<file path="config.mk">
export PLATFORM = sky130hd
export DESIGN_NAME = rv32ie_ctrl
export DESIGN_NICKNAME = d
export VERILOG_FILES = /design/src/rtl/rv32ie_pkg.sv /design/src/rtl/rv32ie_ctrl.sv
export SDC_FILE = /design/constraint.sdc
export NUM_CORES = 1
export LEC_CHECK = 0
export ABC_AREA = 1
export BUFFER_PORTS_ARGS = -buffer_cell sky130_fd_sc_hd__buf_2
export CORE_AREA = 10 10 47 49
export DETAILED_ROUTE_END_ITERATION = 10
export DIE_AREA = 0 0 57 59
export GPL_TIMING_DRIVEN = 0
export PLACE_DENSITY = 0.79
export SYNTH_ARGS = -nofsm -noshare
export SYNTH_HDL_FRONTEND = slang
export SYNTH_SLANG_ARGS = --single-unit
</file>
<file path="constraint.sdc">
create_clock -name clock -period 1.1 [get_ports clock]
set_input_delay 0.11 -clock clock [delete_from_list [all_inputs] [get_ports clock]]
set_output_delay 0.11 -clock clock [all_outputs]
set_load 0.1 [all_outputs]
</file>
<file path="src/rtl/rv32ie_pkg.sv">
package rv32ie_pkg;

   localparam int DMEM_WORDS = 4096;
   localparam int DMEM_AW    = $clog2(DMEM_WORDS);
   localparam logic [32:0] DMEM_BYTES = 33'(4 * DMEM_WORDS);

   localparam int REQ_W = 80;
   localparam int RSP_W = 80;

   localparam logic [6:0] OPC_LUI    = 7'b0110111;
   localparam logic [6:0] OPC_AUIPC  = 7'b0010111;
   localparam logic [6:0] OPC_JAL    = 7'b1101111;
   localparam logic [6:0] OPC_JALR   = 7'b1100111;
   localparam logic [6:0] OPC_BRANCH = 7'b1100011;
   localparam logic [6:0] OPC_LOAD   = 7'b0000011;
   localparam logic [6:0] OPC_STORE  = 7'b0100011;
   localparam logic [6:0] OPC_OPIMM  = 7'b0010011;
   localparam logic [6:0] OPC_OP     = 7'b0110011;
   localparam logic [6:0] OPC_FENCE  = 7'b0001111;
   localparam logic [6:0] OPC_SYSTEM = 7'b1110011;

   localparam logic [2:0] STAT_OK       = 3'd0;
   localparam logic [2:0] STAT_ILLEGAL  = 3'd1;
   localparam logic [2:0] STAT_ECALL    = 3'd2;
   localparam logic [2:0] STAT_EBREAK   = 3'd3;
   localparam logic [2:0] STAT_PCRANGE  = 3'd4;
   localparam logic [2:0] STAT_MEMRANGE = 3'd5;

   localparam logic CSR_START_PC = 1'b0;
   localparam logic CSR_PC_LIMIT = 1'b1;

   typedef enum logic [3:0] {
      S_IDLE, S_PRELOAD, S_DECODE, S_RD0, S_RD1, S_RD2, S_LOAD_WB,
      S_WR0, S_WR1, S_MUL, S_MUL_WB, S_DIV, S_DIV_WB, S_FINISH
   } state_type;

   typedef enum logic [2:0] {
      K_SIMPLE, K_LOAD, K_STORE, K_MUL, K_DIV
   } kind_type;

   typedef struct packed {
      logic accept;
      logic preload;
      logic decode;
      logic rd_hi;
      logic cap_lo;
      logic cap_hi;
      logic load_wb;
      logic wr_lo;
      logic wr_hi;
      logic mul;
      logic mul_wb;
      logic div_step;
      logic div_wb;
      logic finish;
   } ctl_cmd_type;

   typedef struct packed {
      kind_type dec_kind;
      kind_type kind;
      logic     spans;
      logic     div_last;
      logic     rsp_free;
   } ctl_sts_type;

endpackage

</file>
<file path="src/rtl/rv32ie_ctrl.sv">
module rv32ie_ctrl
   import rv32ie_pkg::*;
(
   input  logic        clock,
   input  logic        reset,
   input  logic        req_tvalid,
   input  logic        req_tuser,
   output logic        req_tready,
   input  ctl_sts_type sts,
   output ctl_cmd_type cmd
);

   state_type state_ff, state_in;

   always_ff @(posedge clock) begin
      if (reset) begin
         state_ff <= S_IDLE;
      end else begin
         state_ff <= state_in;
      end
   end

   always_comb begin
      state_in = state_ff;
      case (state_ff)
         S_IDLE: begin
            if (req_tvalid) begin
               state_in = req_tuser ? S_PRELOAD : S_DECODE;
            end
         end
         S_PRELOAD: state_in = S_FINISH;
         S_DECODE: begin
            case (sts.dec_kind)
               K_LOAD, K_STORE: state_in = S_RD0;
               K_MUL:           state_in = S_MUL;
               K_DIV:           state_in = S_DIV;
               default:         state_in = S_FINISH;
            endcase
         end
         S_RD0:     state_in = S_RD1;
         S_RD1:     state_in = S_RD2;
         S_RD2:     state_in = (sts.kind == K_LOAD) ? S_LOAD_WB : S_WR0;
         S_LOAD_WB: state_in = S_FINISH;
         S_WR0:     state_in = sts.spans ? S_WR1 : S_FINISH;
         S_WR1:     state_in = S_FINISH;
         S_MUL:     state_in = S_MUL_WB;
         S_MUL_WB:  state_in = S_FINISH;
         S_DIV:     state_in = sts.div_last ? S_DIV_WB : S_DIV;
         S_DIV_WB:  state_in = S_FINISH;
         S_FINISH: begin
            if (sts.rsp_free) begin
               state_in = S_IDLE;
            end
         end
         default:   state_in = S_IDLE;
      endcase
   end

   always_comb begin
      req_tready   = (state_ff == S_IDLE);
      cmd          = '0;
      cmd.accept   = req_tvalid && (state_ff == S_IDLE);
      cmd.preload  = (state_ff == S_PRELOAD);
      cmd.decode   = (state_ff == S_DECODE);
      cmd.rd_hi    = (state_ff == S_RD1);
      cmd.cap_lo   = (state_ff == S_RD1);
      cmd.cap_hi   = (state_ff == S_RD2);
      cmd.load_wb  = (state_ff == S_LOAD_WB);
      cmd.wr_lo    = (state_ff == S_WR0);
      cmd.wr_hi    = (state_ff == S_WR1);
      cmd.mul      = (state_ff == S_MUL);
      cmd.mul_wb   = (state_ff == S_MUL_WB);
      cmd.div_step = (state_ff == S_DIV);
      cmd.div_wb   = (state_ff == S_DIV_WB);
      cmd.finish   = (state_ff == S_FINISH) && sts.rsp_free;
   end

endmodule

</file>
# Word level (Yosys, flattened, before mapping)

Index checks and enable logic that the tools add are counted.

Flip-flop bits (word level): 4
Bits in latches: 0
Memory bits (writable): 0
ROM bits: 0
Output and inout bits: 15
Word-level logic and storage cells: 35
Memories kept: 0

$add $sub $neg: 0
Multipliers: 0
Div/mod/pow operators: 0
$lt $le $gt $ge: 0
Equality and inequality tests: 20
Shift operators: 0
Multiplexer cells: 8
Bitwise gates (word level): 0
Reductions and logical operators: 6

Operator list:

| cell                                                | count |
|---|---|
| case mux 4 bit (10 select lines)                    | 1 |
| equality test 4 bit, second input constant          | 6 |
| equality test 4 x 3 -> 1 bit, second input constant | 4 |
| case mux 4 bit (3 select lines)                     | 1 |
| equality test 4 x 2 -> 1 bit, second input constant | 2 |
| two-way mux 4 bit                                   | 2 |
| equality test 3 x 1 -> 1 bit, second input constant | 2 |
| equality test 3 x 2 -> 1 bit, second input constant | 2 |
| two-way mux 3 bit                                   | 2 |
| OR reduction 5 bit                                  | 1 |
| equality test 4 x 1 -> 1 bit, second input constant | 1 |
| logical NOT 4 bit                                   | 1 |
| inequality test 2 bit, second input constant        | 2 |
| equality test 3 bit, second input constant          | 1 |
| logical AND 1 bit                                   | 2 |
| two-way mux 2 bit                                   | 1 |
| AND reduction 2 bit                                 | 1 |
| OR reduction 2 bit                                  | 1 |
| two-way mux 1 bit                                   | 1 |

# Logic depth before layout (Yosys ltp)

Depth after elaboration: 4
Depth in mapped cells: 9
Depth with buffers taken out: 9

# Least setup slack after synthesis

No wires, ideal clock.

Path kind: reg2out
From: register state_ff[0]
To: output cmd[0] in the netlist's numbering
Arrival: 2.575 ns
Data required time: 0.990 ns
Slack: -1.585 ns
Stages on the path, launching flop included: 3
Buffers on the path: 0
Cell sequence: dfxtp_1 nand2_2 nor3_1

RTL lines:

| element                  | RTL line          | source |
|---|---|---|
| start: declaration       | rv32ie_ctrl.sv:13 | `state_type state_ff, state_in;` |
| start signal: assignment | rv32ie_ctrl.sv:19 | `state_ff <= state_in;` |
| end: declaration         | rv32ie_ctrl.sv:10 | `output ctl_cmd_type cmd` |

# Final worst setup path

From: register state_ff[0]
To: register state_ff[2]

Cells in the longest elaborated chain, start to end: 3
Elaborated cells between the ends (all ways): 19
Classes of those cells: 15 x eq/ne; 1 x mux; 3 x reduce/logical

RTL lines:

| element                                                                             | RTL line          | source |
|---|---|---|
| equality test 4 bit, or another cell as far along                                   | rv32ie_ctrl.sv:25 | `case (state_ff)` |
| OR reduction 5 bit (no source line) / inequality test 2 bit (equally long branches) | -                 |  |
| case mux 4 bit (10 select lines) / AND reduction 2 bit (equally long branches)      | -                 |  |

Several ways; a longest one is shown, not always the timed one.
A chain may end at the register's enable or synchronous reset.

==> flow_summary.yaml <==
route:
  avgViaCountPerCell: 5.17
  wirelength_um: 2460
  vias: 760
  ant_nets: 0
  first_iter_violations: 25
  post_drt_wl_per_cell_um: 16.7
  drc_errors: 0
  firstDrtPassIters: 4
place:
  dp_hpwl_um: 1340
  port_buffers: 27
  gp_congestion: 0.877
timing:
  fin_skew_ps: 3.89
  post-route-min-period_ps: 1410
  hold_viol_final: 0
  rsz0062_at_grt: "true"
  hold_slack_ps: 44.9
  finalMaxSlewViolations: 0
  timing.fmax_ghz: 0.708
  maxSlewHeadroom: 0.776
  period_share: 1.28
  setup_viol: 19
  fin_ws_ps: -313
  worst_pin_slew_ps: 333
finish:
  reg.largest.list: "state_ff: 4 flops"
  layout-drive-gt1-share: 0.649
  final_util: 0.821
  regArea_um2: 95.1
  largest_register_ffs: 4
  area_delta_synth_final_pct: 148
  fillers: 89
  top_register: "state_ff"
  nets: 145
  multi_input_area_um2: 434
  diodes: 0
setup_path:
  cp-start-kind: "register"
  worstSetupPathType: "reg2reg"
  cpPeakStageDelay_ps: 410
  end_kind: "register"
  crit_buf_inv: 2
  cp_max_fo: 6
  crit_slowest_cell: "dfxtp_4"
  reg2reg_setup_slack_ps: -310
  cp.arrival_ps: 1530
  crit_family: "simple AND/OR/NAND/NOR gates"
  crit_chain: "inv_2, nand2_2, inv_2, nand2_2, nand2_1, nor2_2, nand4_1, and2_1"
  required_ps: 1220
global_route:
  overflow: 0
  grt_max_degree: 7
  antenna_found_initial: 0
  grt_pass1_wl_um: 3380
  grt.total_usage: 0.123
  grt_pass1_vias: 771
synth:
  synth.most_common_cell: "inv_1"
  synth_async_sr_flop_share: 0
  synth_common_cells: "inv_1 (23), nand2_1 (19), nor2_1 (15), nand3_1 (5)"
  yosysSeqAreaShare: 0.173
  syn_nets: 104
  yosysWarnings: 0
  syn_area_um2: 464
  syn_inst: 91
  synth_area_leaders: "inv_1 (19%), dfxtp_1 (17%), nand2_1 (15%)"
  ys.flop_type: "dfxtp_1"
  synth_edf_count: 0
  ys_types: 18
  avgSynthCellArea_um2: 5.10
  synth.top_cell.area_share: 0.186
  synth_top_area_cell: "inv_1"
  ys_ff_latch: 4
floorplan:
  die-width_um: 57
  die_area_mm2: 0.00336
  start_util: 0.331
  coreArea_mm2: 0.00140
  die-height_um: 59
  rows: 14
  io-pin-count: 28
cts:
  clock_latency_ps: 230
  clk_pin_slew_ps: 40
  root_buffer: "clkbuf_4"
  h-tree-depth: 1
  cts.sinks: 4
  cts_tree: "done"
  cts.path.max_buffers: 2
  cts-buffers-inserted: 3
min_path:
  hold_path_class: "in2reg"
flow_run:
  maxCapViolations: 0
status:
  violations: "negative setup slack"
  status: "finished with violations"
==> stage by stage <==
stage                     worst slack, ps  cells  cell area (um2)  setup TNS [ps]
after floorplan                      -466     91              589           -3180
after global placement               -316    134              744           -3630
after detailed placement             -349    134              744           -3970
after CTS                            -255    144             1090           -3590
after global routing                 -346    147             1150           -5250
final                                -313    147             1150           -4170
==> cell families (layout without fill, tap and decap cells) <==
group                  count (synthesis)  count (layout)  share of synthesized area
DFF                                    4               4                      0.173
buffers and inverters                 26              66                      0.218
and+or+nand+nor                       54              54                      0.531
AOI/OAI and AO/OA                      7               7                     0.0782
==> final cells by class <==
cell class	count	area share
multi-input combinational	61	0.378
sequential	4	0.0827
clock buffer	4	0.0229
timing repair buffer	36	0.371
inverter	25	0.111
buffer	1	0.0174
tap	16	0.0174
==> final timing paths <==
check	startpoint	to	cells past startpoint
hold / removal	reset	state_ff[0]	2
hold reg to reg	state_ff[0]	state_ff[3]	4
setup reg to reg	state_ff[0]	state_ff[2]	8
setup / recovery	state_ff[0]	state_ff[2]	8
==> per-layer routing <==
metal / share of wire / vias up / track usage / wire, um
li1: - / 358 / - / -
met1: 0.32 / 346 / 0.106 / 774
met2: 0.57 / 46 / 0.237 / 1400
met3: 0.064 / 10 / 0.0451 / 157
met4: 0.052 / 0 / 0.0738 / 127
met5: 0 / - / 0 / 0
==> cell usage in the layout, fill, tap and decap left out, drive strengths merged, types with 3 or more instances in the layout <==
cell and n:
buf 37, clkbuf 4, clkinvlp 7, dfxtp 4, inv 18, nand2 21
nand3 5, nand4 3, nor2 19, o21ai 4
==> what timing repair did <==
action | 4_1_cts | 5_1_grt
pin swaps | 9 | 3
hold buffers | 0 | 0
setup endpoints to repair | 19 | 19
hold endpoints to repair | 0 | 0
setup buffers | 6 | 3
gates resized for setup | 73 | 12
Power is not shown: default switching activity piles up to over one toggle a cycle in this logic, so the estimate is an artifact.
